`config.mk`:
```
export PLATFORM = sky130hd
export DESIGN_NAME = ssp_cfg
export DESIGN_NICKNAME = d
export VERILOG_FILES = /design/src/ssp_pkg.sv /design/src/ssp_cfg.sv
export SDC_FILE = /design/constraint.sdc
export NUM_CORES = 1
export LEC_CHECK = 0
export ABC_CLOCK_PERIOD_IN_PS = 1200
export BUFFER_PORTS_ARGS = -buffer_cell sky130_fd_sc_hd__buf_2
export CAP_MARGIN = 20
export CORE_MARGIN = 2
export CORE_UTILIZATION = 39
export DETAILED_ROUTE_END_ITERATION = 16
export PLACE_DENSITY = 0.88
export SLEW_MARGIN = 20
export SYNTH_ARGS = -nofsm -noshare
export SYNTH_HDL_FRONTEND = slang
export SYNTH_SLANG_ARGS = --single-unit
```
`constraint.sdc`:
```
create_clock -name clk -period 1.2 [get_ports clk]
set_clock_uncertainty 0.1 [all_clocks]
set_input_delay 0.24 -clock clk [delete_from_list [all_inputs] [get_ports clk]]
set_output_delay 0.24 -clock clk [all_outputs]
set_load 0.02 [all_outputs]
```
`src/ssp_pkg.sv`:
```
package ssp_pkg;

  // Field widths of the stream items and the configuration port.
  localparam int POS_W       = 11;
  localparam int REQ_W       = 12;
  localparam int SPEED_IN_W  = 8;
  localparam int SPEED_W     = 7;
  localparam int MASK_W      = 64;
  localparam int PULSE_W     = 16;
  localparam int NUM_W       = POS_W + PULSE_W;
  localparam int IN_TDATA_W  = 88;
  localparam int IN_TUSER_W  = 2;
  localparam int OUT_TDATA_W = 24;
  localparam int APB_ADDR_W  = 4;
  localparam int APB_DATA_W  = 32;

  // Fastest move: one step in every slot of the tick window.
  localparam int SPEED_MAX = 64;

  // Parameter defaults.
  localparam int RANGE_TICKS_DEF      = 1440;
  localparam int STEP_PER_TICK_DEF    = 1;
  localparam int DEFAULT_PULSE_US_DEF = 1500;
  localparam int DEFAULT_POSITION_DEF = 720;

  // Register reset values.
  localparam logic [PULSE_W-1:0] MIN_PULSE_RST = 16'd1000;
  localparam logic [PULSE_W-1:0] MAX_PULSE_RST = 16'd2000;

  // Register indexes, taken from the word address.
  localparam logic [1:0] REG_MIN_PULSE = 2'd0;
  localparam logic [1:0] REG_MAX_PULSE = 2'd1;
  localparam logic [1:0] REG_ATTACHED  = 2'd2;

  typedef enum logic [1:0] {
    CMD_TICK = 2'd0,
    CMD_JUMP = 2'd1,
    CMD_MOVE = 2'd2
  } ssp_cmd_e;

  typedef struct packed {
    ssp_cmd_e                cmd;
    logic [REQ_W-1:0]        position;
    logic [SPEED_IN_W-1:0]   speed;
    logic [MASK_W-1:0]       tick_mask;
  } ssp_in_t;

  typedef struct packed {
    logic [PULSE_W-1:0] min_pulse;
    logic [PULSE_W-1:0] max_pulse;
    logic               attached;
  } ssp_cfg_t;

  // What the position stage hands to the pulse mapping.
  typedef struct packed {
    logic             accepted;
    logic             done;
    logic             is_tick;
    logic [POS_W-1:0] pos;
  } ssp_item_t;

  typedef struct packed {
    logic accepted;
    logic done;
    logic is_tick;
  } ssp_meta_t;

  typedef struct packed {
    logic               accepted;
    logic [PULSE_W-1:0] pulse_us;
    logic               pulse_changed;
    logic               at_target;
  } ssp_result_t;

  typedef struct packed {
    logic             done;
    logic [POS_W-1:0] cur_pos;
    logic [POS_W-1:0] tgt_pos;
  } ssp_status_t;

endpackage

```
`src/ssp_cfg.sv`:
```
module ssp_cfg (
  input  logic                              clk,
  input  logic                              rst_n,
  input  logic                              psel,
  input  logic                              penable,
  input  logic                              pwrite,
  input  logic [ssp_pkg::APB_ADDR_W-1:0]    paddr,
  input  logic [ssp_pkg::APB_DATA_W-1:0]    pwdata,
  output logic [ssp_pkg::APB_DATA_W-1:0]    prdata,
  output logic                              pready,
  output ssp_pkg::ssp_cfg_t                 cfg
);
  import ssp_pkg::*;

  logic [PULSE_W-1:0] min_r;
  logic [PULSE_W-1:0] max_r;
  logic               att_r;
  logic               wr_en;
  logic [1:0]         idx;

  assign pready = 1'b1;
  assign idx    = paddr[APB_ADDR_W-1:2];
  assign wr_en  = psel && penable && pwrite && pready;

  always_ff @(posedge clk) begin
    if (!rst_n) begin
      min_r <= MIN_PULSE_RST;
      max_r <= MAX_PULSE_RST;
      att_r <= 1'b1;
    end else if (wr_en) begin
      unique case (idx)
        REG_MIN_PULSE: min_r <= pwdata[PULSE_W-1:0];
        REG_MAX_PULSE: max_r <= pwdata[PULSE_W-1:0];
        REG_ATTACHED:  att_r <= pwdata[0];
        default: ;
      endcase
    end
  end

  always_comb begin
    unique case (idx)
      REG_MIN_PULSE: prdata = {{(APB_DATA_W-PULSE_W){1'b0}}, min_r};
      REG_MAX_PULSE: prdata = {{(APB_DATA_W-PULSE_W){1'b0}}, max_r};
      REG_ATTACHED:  prdata = {{(APB_DATA_W-1){1'b0}}, att_r};
      default:       prdata = '0;
    endcase
  end

  assign cfg.min_pulse = min_r;
  assign cfg.max_pulse = max_r;
  assign cfg.attached  = att_r;

endmodule

```
==> qor.txt <==
clk buf depth -> 2
Fin Setup TNS -> -1.67 ns
Rows -> 24
min Tclk post-route -> 1.34 ns
Placed Cells -> 316
number of distinct library cells after synthesis -> 21
Clock Sink Count -> 33
Clock Power Share -> 0.361
register share of total power -> 0.453
sw power -> 0.640 mW
RSZ-0062 raised after global routing -> true
Antenna Nets Post-Route -> 0
GPL Wtd Cong -> 0.844
placed inst area -> 2240 µm²
final routed DRC violation total -> 0
drt pass-1 iters -> 4
1st-iter DRT viols -> 43
ANT cells -> 0
total gr overflow -> 0
via count of the first global-routing pass -> 1657
Post-Syn Instances -> 191
f_max -> 0.746 GHz
Placeable Area -> 4320 µm²
flops & latches, synth -> 33
Worst Hold Class -> primary input to flip-flop
Clock Latency Late Sink -> 0.27 ns
period utilization -> 1.12
# IOs -> 107
peak supply drop -> 0.000510 V
H-tree depth -> 2
Seq/Total Area, Yosys -> 0.380
vias -> 1650
CP max FO -> 2
CP endpoint kind -> output pin
Final Cell Area -> 2920 µm²
Die Height -> 70.8 µm
Pins Over Slew Limit -> 0
final net count -> 341
Fin. Hold Viols -> 0
CP arrival -> 1.00 ns
HPWL after DPL -> 3080 µm
worst hold margin -> 0.116 ns
clock transition at the registers of the reported paths -> 0.07 ns
critical path class -> flip-flop to output pin
power density cells -> 851 nW/µm²
Post-Syn Area per Cell -> 9.11 µm²
Crit path required time -> 0.86 ns
Initial Util -> 0.402
fin cells -> 353
die area -> 5010 µm²
fraction of layout cells with a size suffix above 1 -> 0.585
Layout area overhead -> 67.6%
switching share of total power -> 0.258
crit start category -> flip-flop
overall power -> 2.48 mW
first-pass GRT wire length -> 7350 µm
MaxCap Viol Count -> 0
Setup WS post-layout -> -0.140 ns
GRT Overall Usage -> 0.187
Routed WL per cell -> 14.1 µm
TritonCTS clock tree -> built
failing checks -> negative setup slack
outcome -> complete, but fails checks
Synth Warn # -> 0
Port Buffers -> 71
Filler cells -> 329
pin count of the biggest net entering global routing -> 30
Die Width -> 70.8 µm
number of vias per cell -> 4.67
Cell Area, Synth -> 1740 µm²
initial antenna violation count -> 0
internal power -> 1.84 mW
CTS Buf Count -> 5
final wirelength -> 4980 µm
Root Driver -> clkbuf_8
Leak -> 1.36 nW
final setup fails -> 18
combinational power share -> 0.186
## registers in the layout, indices dropped and copies added (netlist names)
name,cells
att_r,1
max_r,16
min_r,16
## cells in the mapped netlist
library cell | instances | area [µm²]
nor3b_2 | 1 | 12.5
clkbuf_1 | 7 | 26.3
o22ai_1 | 1 | 6.26
nand3_4 | 1 | 17.5
o211ai_1 | 2 | 15.0
nand2_1 | 32 | 120
inv_1 | 4 | 15.0
dfxtp_1 | 33 | 661
buf_2 | 1 | 5.00
conb_1 | 2 | 7.51
o21ai_0 | 1 | 5.00
o31ai_1 | 2 | 15.0
nor2b_1 | 16 | 100
nor3_4 | 1 | 16.3
or3_1 | 1 | 6.26
nand2b_1 | 1 | 6.26
buf_6 | 2 | 22.5
mux2i_1 | 46 | 460
o311ai_0 | 1 | 8.76
buf_4 | 21 | 158
nor2_1 | 15 | 56.3
## cells by family (layout without fill, tap and decap cells)
logic type / after synthesis / count (layout) / share of synthesized area
buffers and inverters: 35 / 130 / 0.130
flip-flops: 33 / 33 / 0.380
AO/OA/AOI/OAI: 7 / 7 / 0.0288
AND/OR/NAND/NOR: 68 / 68 / 0.193
other: 2 / 17 / 0.00432
multiplexers: 46 / 46 / 0.265
## area by class of cell
cell class	instances	area [µm²]	area share
inverter	4	15.0	0.00515
tap	52	65.1	0.0223
clock inverter	1	5.00	0.00172
multi-input combinational	138	966	0.331
timing repair buffer	118	1070	0.367
sequential	33	699	0.240
clock buffer	7	96.3	0.0330
## path summary, 6_finish.rpt
| kind | startpoint | to | slack [ns] | depth (start not counted) |
|---|---|---|---|---|
| max | max_r[2]$_SDFFE_PN0P_ | prdata[2] | -0.14 | 3 |
| min | pwdata[5] | max_r[5]$_SDFFE_PN0P_ | 0.12 | 3 |
| max reg2reg | min_r[3]$_SDFFE_PN1P_ | min_r[3]$_SDFFE_PN1P_ | 0.23 | 4 |
| min reg2reg | min_r[14]$_SDFFE_PN0P_ | min_r[14]$_SDFFE_PN0P_ | 0.37 | 2 |
## through the flow
stage	worst slack [ns]	util
2_1_floorplan	-0.0248	-
4_1_cts	-0.129	0.641
3_3_place_gp	-0.200	0.518
3_5_place_dp	-0.217	0.518
5_1_grt	-0.175	0.675
6_report	-0.140	0.675
## per-layer routing
metal	global-route usage	wire [µm]
met1	0.185	1850
met2	0.354	2810
met3	0.0598	220
met4	0.0797	95
met5	0	0
## repair_timing
item	in CTS	in global routing
resized for setup	103	27
hold buffers	0	0
setup endpoints to repair	16	38
setup buffers	22	8
pin swaps	2	0
## power groups by stage
| stage | registers (mW) | clock network, mW | logic, mW |
|---|---|---|---|
| after CTS | 1.12 | 0.914 | 0.441 |
| after global placement | 1.15 | 0 | 0.375 |
| after detailed placement | 1.15 | 0 | 0.384 |
| final | 1.12 | 0.897 | 0.462 |
| after global routing | 1.13 | 0.964 | 0.489 |
| after floorplan | 1.16 | 0 | 0.266 |
## cell usage in the layout (no fill, tap or decap)
cell type and instances:
nand2b_1 1, nand2_1 32, buf_6 54, or3_1 1, dfxtp_1 2, o211ai_1 2
o21ai_0 1, clkinv_2 1, nor2b_1 16, o22ai_2 1, o31ai_1 2, mux2i_1 41
nor2_2 10, buf_4 27, clkbuf_8 7, dfxtp_2 31, mux2i_2 5, nor2_1 5
buf_12 5, conb_1 17, nand3_4 1, buf_2 32, inv_1 4, o311ai_0 1
nor3_4 1, nor3b_4 1
## worst max-delay path, cell delays in order (launching register included)
cell and delay (ns):
dfxtp_2 0.33, mux2i_2 0.20, nor2_2 0.07, buf_6 0.13
Note: power is estimated with default switching activity, not from simulation.
