File: src/ssp_pkg.sv
package ssp_pkg;

  // Field widths of the stream items and the configuration port.
  localparam int POS_W       = 11;
  localparam int REQ_W       = 12;
  localparam int SPEED_IN_W  = 8;
  localparam int SPEED_W     = 7;
  localparam int MASK_W      = 64;
  localparam int PULSE_W     = 16;
  localparam int NUM_W       = POS_W + PULSE_W;
  localparam int IN_TDATA_W  = 88;
  localparam int IN_TUSER_W  = 2;
  localparam int OUT_TDATA_W = 24;
  localparam int APB_ADDR_W  = 4;
  localparam int APB_DATA_W  = 32;

  // Fastest move: one step in every slot of the tick window.
  localparam int SPEED_MAX = 64;

  // Parameter defaults.
  localparam int RANGE_TICKS_DEF      = 1440;
  localparam int STEP_PER_TICK_DEF    = 1;
  localparam int DEFAULT_PULSE_US_DEF = 1500;
  localparam int DEFAULT_POSITION_DEF = 720;

  // Register reset values.
  localparam logic [PULSE_W-1:0] MIN_PULSE_RST = 16'd1000;
  localparam logic [PULSE_W-1:0] MAX_PULSE_RST = 16'd2000;

  // Register indexes, taken from the word address.
  localparam logic [1:0] REG_MIN_PULSE = 2'd0;
  localparam logic [1:0] REG_MAX_PULSE = 2'd1;
  localparam logic [1:0] REG_ATTACHED  = 2'd2;

  typedef enum logic [1:0] {
    CMD_TICK = 2'd0,
    CMD_JUMP = 2'd1,
    CMD_MOVE = 2'd2
  } ssp_cmd_e;

  typedef struct packed {
    ssp_cmd_e                cmd;
    logic [REQ_W-1:0]        position;
    logic [SPEED_IN_W-1:0]   speed;
    logic [MASK_W-1:0]       tick_mask;
  } ssp_in_t;

  typedef struct packed {
    logic [PULSE_W-1:0] min_pulse;
    logic [PULSE_W-1:0] max_pulse;
    logic               attached;
  } ssp_cfg_t;

  // What the position stage hands to the pulse mapping.
  typedef struct packed {
    logic             accepted;
    logic             done;
    logic             is_tick;
    logic [POS_W-1:0] pos;
  } ssp_item_t;

  typedef struct packed {
    logic accepted;
    logic done;
    logic is_tick;
  } ssp_meta_t;

  typedef struct packed {
    logic               accepted;
    logic [PULSE_W-1:0] pulse_us;
    logic               pulse_changed;
    logic               at_target;
  } ssp_result_t;

  typedef struct packed {
    logic             done;
    logic [POS_W-1:0] cur_pos;
    logic [POS_W-1:0] tgt_pos;
  } ssp_status_t;

endpackage

File: src/ssp_state.sv
module ssp_state #(
  parameter int RANGE_TICKS      = ssp_pkg::RANGE_TICKS_DEF,
  parameter int STEP_PER_TICK    = ssp_pkg::STEP_PER_TICK_DEF,
  parameter int DEFAULT_POSITION = ssp_pkg::DEFAULT_POSITION_DEF
) (
  input  logic                 clk,
  input  logic                 rst_n,
  input  logic                 in_valid,
  output logic                 in_ready,
  input  ssp_pkg::ssp_in_t     in_item,
  input  ssp_pkg::ssp_cfg_t    cfg,
  output logic                 item_valid,
  input  logic                 item_ready,
  output ssp_pkg::ssp_item_t   item,
  output ssp_pkg::ssp_status_t status
);
  import ssp_pkg::*;

  localparam logic [POS_W-1:0] RANGE_POS = POS_W'(RANGE_TICKS);
  localparam logic [POS_W-1:0] STEP_POS  = POS_W'(STEP_PER_TICK);
  localparam logic [POS_W-1:0] INIT_POS  = POS_W'(DEFAULT_POSITION);
  localparam logic [SPEED_W-1:0] SPD_MAX = SPEED_W'(SPEED_MAX);

  // Bit i is set where slot floor(i*spd/64) begins, i.e. where the low six
  // bits of i*spd fall below spd.
  function automatic logic [MASK_W-1:0] spread_mask(input logic [SPEED_W-1:0] spd);
    logic [MASK_W-1:0] m;
    logic [12:0]       prod;
    m = '0;
    for (int i = 0; i < MASK_W; i++) begin
      prod = 13'(i) * {6'd0, spd};
      m[i] = ({1'b0, prod[5:0]} < spd);
    end
    return m;
  endfunction

  logic                 s1_valid_r;
  ssp_in_t              s1_r;
  logic [POS_W-1:0]     cur_r, cur_nxt;
  logic [POS_W-1:0]     tgt_r, tgt_nxt;
  logic [SPEED_W-1:0]   speed_r, speed_nxt;
  logic [MASK_W-1:0]    mask_r, mask_nxt;
  logic                 done_r, done_nxt;
  logic                 accepted;
  logic                 fire;
  logic [POS_W-1:0]     req_pos;
  logic [SPEED_W-1:0]   spd_sat;
  logic [POS_W-1:0]     diff_up, diff_dn, step_up, step_dn;

  assign in_ready   = !s1_valid_r || item_ready;
  assign fire       = s1_valid_r && item_ready;
  assign item_valid = s1_valid_r;

  always_ff @(posedge clk) begin
    if (!rst_n) begin
      s1_valid_r <= 1'b0;
    end else if (in_ready) begin
      s1_valid_r <= in_valid;
    end
  end

  always_ff @(posedge clk) begin
    if (in_ready && in_valid) begin
      s1_r <= in_item;
    end
  end

  assign req_pos = (s1_r.position > {1'b0, RANGE_POS}) ? RANGE_POS : s1_r.position[POS_W-1:0];
  assign spd_sat = (s1_r.speed > {1'b0, SPD_MAX}) ? SPD_MAX : s1_r.speed[SPEED_W-1:0];
  assign diff_up = tgt_r - cur_r;
  assign diff_dn = cur_r - tgt_r;
  assign step_up = (diff_up < STEP_POS) ? diff_up : STEP_POS;
  assign step_dn = (diff_dn < STEP_POS) ? diff_dn : STEP_POS;

  always_comb begin
    cur_nxt   = cur_r;
    tgt_nxt   = tgt_r;
    speed_nxt = speed_r;
    mask_nxt  = mask_r;
    done_nxt  = done_r;
    accepted  = 1'b0;
    unique case (s1_r.cmd)
      CMD_TICK: begin
        accepted = 1'b1;
        if ((cur_r != tgt_r) && ((mask_r & s1_r.tick_mask) != '0)) begin
          cur_nxt = (cur_r > tgt_r) ? cur_r - step_dn : cur_r + step_up;
        end
        done_nxt = (cur_nxt == tgt_r);
      end
      CMD_JUMP: begin
        if (cfg.attached) begin
          accepted  = 1'b1;
          cur_nxt   = req_pos;
          tgt_nxt   = req_pos;
          speed_nxt = '0;
          mask_nxt  = '0;
          done_nxt  = 1'b1;
        end
      end
      CMD_MOVE: begin
        if (cfg.attached && (s1_r.speed != '0)) begin
          accepted = 1'b1;
          tgt_nxt  = req_pos;
          done_nxt = (cur_r == req_pos);
          if (speed_r != spd_sat) begin
            speed_nxt = spd_sat;
            mask_nxt  = spread_mask(spd_sat);
          end
        end
      end
      default: ;
    endcase
  end

  always_ff @(posedge clk) begin
    if (!rst_n) begin
      cur_r   <= INIT_POS;
      tgt_r   <= INIT_POS;
      speed_r <= '0;
      mask_r  <= '0;
      done_r  <= 1'b1;
    end else if (fire) begin
      cur_r   <= cur_nxt;
      tgt_r   <= tgt_nxt;
      speed_r <= speed_nxt;
      mask_r  <= mask_nxt;
      done_r  <= done_nxt;
    end
  end

  assign item.accepted = accepted;
  assign item.done     = done_nxt;
  assign item.is_tick  = (s1_r.cmd == CMD_TICK);
  assign item.pos      = cur_nxt;

  assign status.done    = done_r;
  assign status.cur_pos = cur_r;
  assign status.tgt_pos = tgt_r;

endmodule

File: config.mk
export PLATFORM = sky130hd
export DESIGN_NAME = ssp_state
export DESIGN_NICKNAME = d
export VERILOG_FILES = /design/src/ssp_pkg.sv /design/src/ssp_state.sv
export SDC_FILE = /design/constraint.sdc
export NUM_CORES = 1
export LEC_CHECK = 0
export ABC_AREA = 1
export BUFFER_PORTS_ARGS = -buffer_cell sky130_fd_sc_hd__buf_2
export CORE_ASPECT_RATIO = 0.75
export CORE_MARGIN = 1
export CORE_UTILIZATION = 45
export DETAILED_ROUTE_END_ITERATION = 16
export PLACE_DENSITY = 0.63
export SLEW_MARGIN = 40
export SYNTH_ARGS = -nofsm -noshare
export SYNTH_HDL_FRONTEND = slang
export SYNTH_SLANG_ARGS = --single-unit
File: constraint.sdc
create_clock -name clk -period 10.5 [get_ports clk]
set_input_delay 0.525 -clock clk [delete_from_list [all_inputs] [get_ports clk]]
set_output_delay 0.525 -clock clk [all_outputs]
set_load 0.03 [all_outputs]
==> out/qor.csv, run 1 <==
metric,value,unit
drt pass-1 iters,8,
post-route clock period utilization,64.66,%
All-Layer GR Usage,26.67,%
clk_lat worst skew,470,ps
Placer Congestion,0.9741,
Buf/Inv on CP,2,
core area,32520,sq um
WL final,44200,um
share of post-route cells with drive strength above 1,10.66,%
largest net degree at the start of global routing,87,
CP arrival,6260,ps
via count,12690,
synthesis-to-finish area growth,11.05,%
Compound-Gate Fraction of Synth Area,13.70,%
worst hold path class,in2reg,
Syn Area/Cell,8.198,sq um
Max Transition Viols Final,0,
Least-Margin Pin Slew,820.6,ps
Worst EP required,9980,ps
Post-Syn Instances,1822,
clock sinks,180,
r2r setup slk,4510,ps
initial antenna violation count,0,
"Async S/R FF share, synth",0,%
DIE WIDTH,212.4,um
Crit. End Element,output pin,
Power Density,139.5,nW/um^2
largest family of logic cells by synthesized area,adder cells,
num rows,57,
Levels on crit path,22,
Simple-Gate Fraction of Synth Area,16.30,%
Worst-path clk slew,80,ps
outcome,"complete, no violations",
ranking of synthesized cells by area,"ha_1 (19%), edfxtp_1 (17%), dfxtp_1 (13%)",
die area,33930,sq um
setup repair bufs after CTS,0,
Max stage delay on crit path,670,ps
mapped cell area,14940,sq um
endpoints failing setup,0,
crit-path cells,"inv_1, fa_1, o21ai_1, a21boi_0, xor2_1, nor3b_1, nand4_1, nor2_1, nor2_1, nand3b_1, ha_1, fa_1, xor2_1, nand3_1, nand3_1, nand2_1, nor2_1, nand2_1, nor2_1, nand3_1, nand3_1, buf_2",
DRC violation count after routing,0,
dpl hpwl,33730,um
wire per inst,18.54,um
Netlist cell types,49,
mux cell area share after synthesis,0,%
grt ovf,0,
Resized cells post-CTS,0,
Synth Net Count,2214,
Placed Cells,2352,
Clock Tree Root,clkbuf_16,
max-cap violation count,0,
"delay-heaviest family, CP",simple AND/OR/NAND/NOR gates,
Top Ports,162,
nets,2321,
CP Capture Point,item[12],
diode count,0,
Worst Path Max Fanout,9,
1st-iter DRT viols,1346,
adder-cell share of the synthesized area,24.59,%
fmax,147.3,MHz
TritonCTS clock tree,built,
routed vias/inst,5.321,
Port-buffer cells,129,
Final min period,6789,ps
Fin. Hold Viols,0,
Finished Layout Cells,2384,
Fin Clk Skew,14.47,ps
register bit total from synthesis,180,
vias in the first global route,11710,
slew margin rel.,45.09,%
RR Endpoint,mask_r[31],
RSZ-0062 raised after global routing,no,
crit path launch,cur_r[1],
FF-to-FF path depth,21,
Worst R2R Start,s1_r[70],
CTS H-tree lvls,4,
post-route setup TNS,0,ps
# hold bufs at CTS,0,
first-pass GRT wire length,68240,um
synth warn,0,
cell accounting for the most synthesized area,ha_1,
Setup crit start kind,flip-flop,
clock buffer depth,2,
Num CTS Buffers,17,
critical path type,reg2out,
"commonest non-fill, non-tap cell in the layout",nand2_1,
most frequent cells in the layout,"nand2_1 (349), inv_1 (235), ha_1 (228), a21oi_1 (181), buf_2 (129)",
Worst VDD drop,120.4,uV
post-route ant nets,0,
Die Y,159.8,um
Leak,7.994,nW
Post-synth top flop,dfxtp_1,
Starting Density,45.93,%
CP max-delay cell,dfxtp_1,
Post-synth EDFFs,86,
post-synthesis xor/xnor area fraction,7.505,%
Synth top area share,19.10,%
sequential-to-total area share from yosys stat,29.89,%
## cells in the mapped netlist, types with 3 or more instances
library cell  count
a21o_1            8
a21oi_1         182
a22oi_1           6
a31o_2            4
buf_2            17
buf_4             7
buf_6             5
clkbuf_1         19
dfxtp_1          94
edfxtp_1         86
fa_1             41
ha_1            228
inv_1           236
inv_2             8
nand2_1         351
nand3_1          66
nand3_2           3
nand3b_1          5
nand4_1          19
nor2_1          126
nor2_2            4
nor3_1            3
o2111ai_1         7
o211ai_1         11
o21ai_0          95
o21ai_1           8
o21bai_1         23
o221ai_1          6
xnor2_1          71
xor2_1           57
## area by class of cell
| class | count | area (sq um) |
|---|---|---|
| multi-input combinational | 1347 | 9304 |
| clock buffer | 18 | 450.4 |
| fill | 3167 | 15930 |
| timing repair buffer | 139 | 726.9 |
| inverter | 244 | 915.9 |
| clock inverter | 14 | 172.7 |
| tap | 442 | 553.0 |
| sequential | 180 | 4464 |
## metrics by stage
stage | hold slack, ps | instance area, sq um | setup slack [ps] | utilization, % | total power, W
after global placement | 454.4 | 15950 | 4547 | 49.04 | 0.001620
after floorplan | 443.5 | 14940 | 5016 | - | 0.001404
after global routing | 209.3 | 16590 | 3430 | 51.00 | 0.002461
final | 234.0 | 16590 | 3711 | 51.00 | 0.002314
after detailed placement | 457.7 | 15960 | 4520 | 49.08 | 0.001632
after CTS | 213.0 | 16580 | 4007 | 51.00 | 0.002310
## worst register-to-register path, stage by stage (launching register included)
cell and delay (ps):
edfxtp_1 410, nor2_2 120, buf_4 390, inv_2 390
nand2_2 260, nand2_1 380, inv_1 660, fa_1 550
inv_1 100, fa_1 530, fa_1 550, inv_1 40
ha_1 310, inv_1 70, nor2_1 50, nor2_1 110
xor2_1 210, xor2_1 180, ha_1 250, a21oi_1 130
o21ai_0 100, a21oi_1 160
## state kept, by name, indices dropped and copies added (netlist names)
register / flops
cur_r: 11
done_r: 1
item_valid: 1
mask_r: 64
s1_r: 86
speed_r: 6
tgt_r: 11
## metal layers
layer	wire, um	track usage, %	up-vias
li1	-	-	6258
met2	16230	34.08	492
met4	361	4.480	0
met5	0	0	-
met3	4679	8.220	36
met1	22930	42.85	5900
## power breakdown
| part | switching [W] | leakage (nW) | total (W) | internal (W) |
|---|---|---|---|---|
| logic | 0.000550 | 6.10 | 0.000852 | 0.000303 |
| clock network | 0.000334 | 0.305 | 0.000673 | 0.000339 |
| registers | 0.0000222 | 1.59 | 0.000788 | 0.000766 |
## how the worst min path moves through the flow
| stage | start | end | slack, ps | cells after the start |
|---|---|---|---|---|
| floorplan | speed_r[1] | speed_r[1] | 440 | 2 |
| global placement | mask_r[52] | mask_r[52] | 450 | 2 |
| detailed placement | mask_r[44] | mask_r[44] | 460 | 2 |
| CTS | in_item[72] | s1_r[72] | 210 | 1 |
| global route | in_item[39] | s1_r[39] | 210 | 1 |
| finish | in_item[47] | s1_r[47] | 230 | 1 |
## logic make-up after synthesis
kind of cell | Yosys count
adder cells (fa/ha/maj) | 269
other | 1
AO/OA/AOI/OAI | 362
flip-flops | 180
buffers and inverters | 295
AND/OR/NAND/NOR | 587
XOR/XNOR | 128
(Power assumes the default switching activity.)
==> inputs of run 2 (changes only) <==
==> constraint.sdc (replaced) <==
create_clock -name clk -period 6.4 [get_ports clk]
set_input_delay 0.32 -clock clk [delete_from_list [all_inputs] [get_ports clk]]
set_output_delay 0.32 -clock clk [all_outputs]
set_load 0.03 [all_outputs]
==> out/qor.csv, run 2 (synthesis gave the netlist of run 1 again) <==
metric,value,unit
critical path type,reg2out,
Worst VDD drop,225.4,uV
clock buffer depth,2,
Fin. Hold Viols,0,
worst hold path class,in2reg,
cell mode on critical path,nand3_1,
Placer Congestion,0.9591,
slew margin rel.,35.75,%
Least-Margin Pin Slew,960.2,ps
Clock Power Share,27.9,%
Fin Clk Skew,16.30,ps
Worst-path clk slew,80,ps
Worst Path Max Fanout,8,
max-cap violation count,0,
Port-buffer cells,129,
post-route setup TNS,0,ps
Sw Ratio,38.90,%
Max stage delay on crit path,470,ps
initial antenna violation count,0,
combinational group share of total power,37.5,%
Num CTS Buffers,17,
grt ovf,0,
Clock Tree Root,clkbuf_16,
DRC violation count after routing,0,
nets,2332,
WL final,44830,um
RSZ-0062 raised after global routing,no,
Die Y,159.8,um
Pint,0.002282,W
P_sw,0.001453,W
Final WS setup,475.5,ps
CP max-delay cell,fa_1,
Post-Place Worst Slack,756.2,ps
Largest Register,s1_r,
"commonest non-fill, non-tap cell in the layout",nand2_1,
# hold bufs at CTS,0,
Final min period,5925,ps
DIE WIDTH,212.4,um
Design Power,0.003735,W
biggest regs,"s1_r (86), mask_r (64)",
share of post-route cells with drive strength above 1,11.37,%
num rows,57,
post-route ant nets,0,
first-pass GRT wire length,69990,um
All-Layer GR Usage,27.20,%
Top Ports,162,
outcome,"complete, no violations",
Starting Density,45.93,%
crit-path cells,"inv_1, ha_1, fa_1, o21ai_2, a21boi_0, xor2_1, nor3b_1, nand4_1, nor2_2, nor2_1, nand3b_1, ha_1, fa_1, xor2_1, nand3_1, nand3_1, nand2_1, nor2_1, nand2_1, nor2_1, nand3_1, nand3_1, buf_2",
Setup crit start kind,flip-flop,
Power Density,224.2,nW/um^2
drt pass-1 iters,5,
post-placement cell area,16060,sq um
core area,32520,sq um
post-route clock period utilization,92.57,%
wire per inst,18.72,um
TritonCTS clock tree,built,
routed vias/inst,5.325,
clk_lat worst skew,460,ps
Max Transition Viols Final,0,
Worst EP required,6080,ps
diode count,0,
Flop pwr share,34.6,%
vias in the first global route,11990,
CP arrival,5600,ps
1st-iter DRT viols,1189,
via count,12750,
die area,33930,sq um
Leak,8.031,nW
synthesis-to-finish area growth,11.53,%
Crit. End Element,output pin,
max FFs per register,86,
fmax,168.8,MHz
"final std cell area, no fill",16660,sq um
most frequent cells in the layout,"nand2_1 (349), inv_1 (235), ha_1 (228), a21oi_1 (180), buf_2 (129)",
clock sinks,180,
largest net degree at the start of global routing,84,
dpl hpwl,34740,um
CTS H-tree lvls,4,
endpoints failing setup,0,
-- run 2: final timing paths --
kind | from | end | depth (start not counted) | slack (ps)
min reg2reg | mask_r[57] | mask_r[57] | 2 | 470
min | in_item[15] | s1_r[15] | 1 | 40
max | cur_r[0] | item[12] | 23 | 480
max reg2reg | cur_r[0] | done_r | 24 | 1300
-- run 2: repair_timing --
item | in CTS | in global routing
setup endpoints to repair | 0 | 1
resized for setup | 0 | 3
buffers inserted | 0 | 0
-- run 2: cell type report --
type,instances,area (sq um)
Fill cell,3171,15860
Multi-Input combinational cell,1347,9314
Sequential cell,180,4466
Inverter,244,915.9
Timing Repair Buffer,150,827.0
Tap cell,442,553.0
Clock buffer,17,425.4
Clock inverter,15,157.7
-- run 2: critical path: cells and delay by family, from the launching register on --
| family | cells | cell delay, ps |
|---|---|---|
| buf+inv | 2 | 330 |
| xor+xnor | 2 | 630 |
| simple gates | 13 | 1900 |
| fa+ha+maj | 4 | 1420 |
| flops | 1 | 430 |
| compound gates | 2 | 440 |
-- run 2: metrics by stage --
stage,hold slack [ps],instances,utilization (%)
after CTS,14.75,2395,51.19
after global routing,6.871,2395,51.22
after global placement,454.5,2362,49.27
after detailed placement,457.4,2363,49.40
after floorplan,418.9,1822,-
final,37.22,2395,51.22
-- run 2: layer usage --
| layer | track usage, % | vias to the layer above | wire [um] |
|---|---|---|---|
| met5 | 0 | - | 0 |
| li1 | - | 6277 | - |
| met3 | 5.290 | 30 | 3796 |
| met1 | 45.39 | 5958 | 23750 |
| met2 | 35.04 | 489 | 16890 |
| met4 | 4.742 | 0 | 399 |
-- run 2: power by group through the flow --
stage | registers (W) | logic, W | clock network [W]
floorplan | 0.00132 | 0.000984 | 0
global placement | 0.00132 | 0.00135 | 0
detailed placement | 0.00132 | 0.00137 | 0
CTS | 0.00129 | 0.00138 | 0.00106
global route | 0.00130 | 0.00159 | 0.00111
finish | 0.00129 | 0.00140 | 0.00104
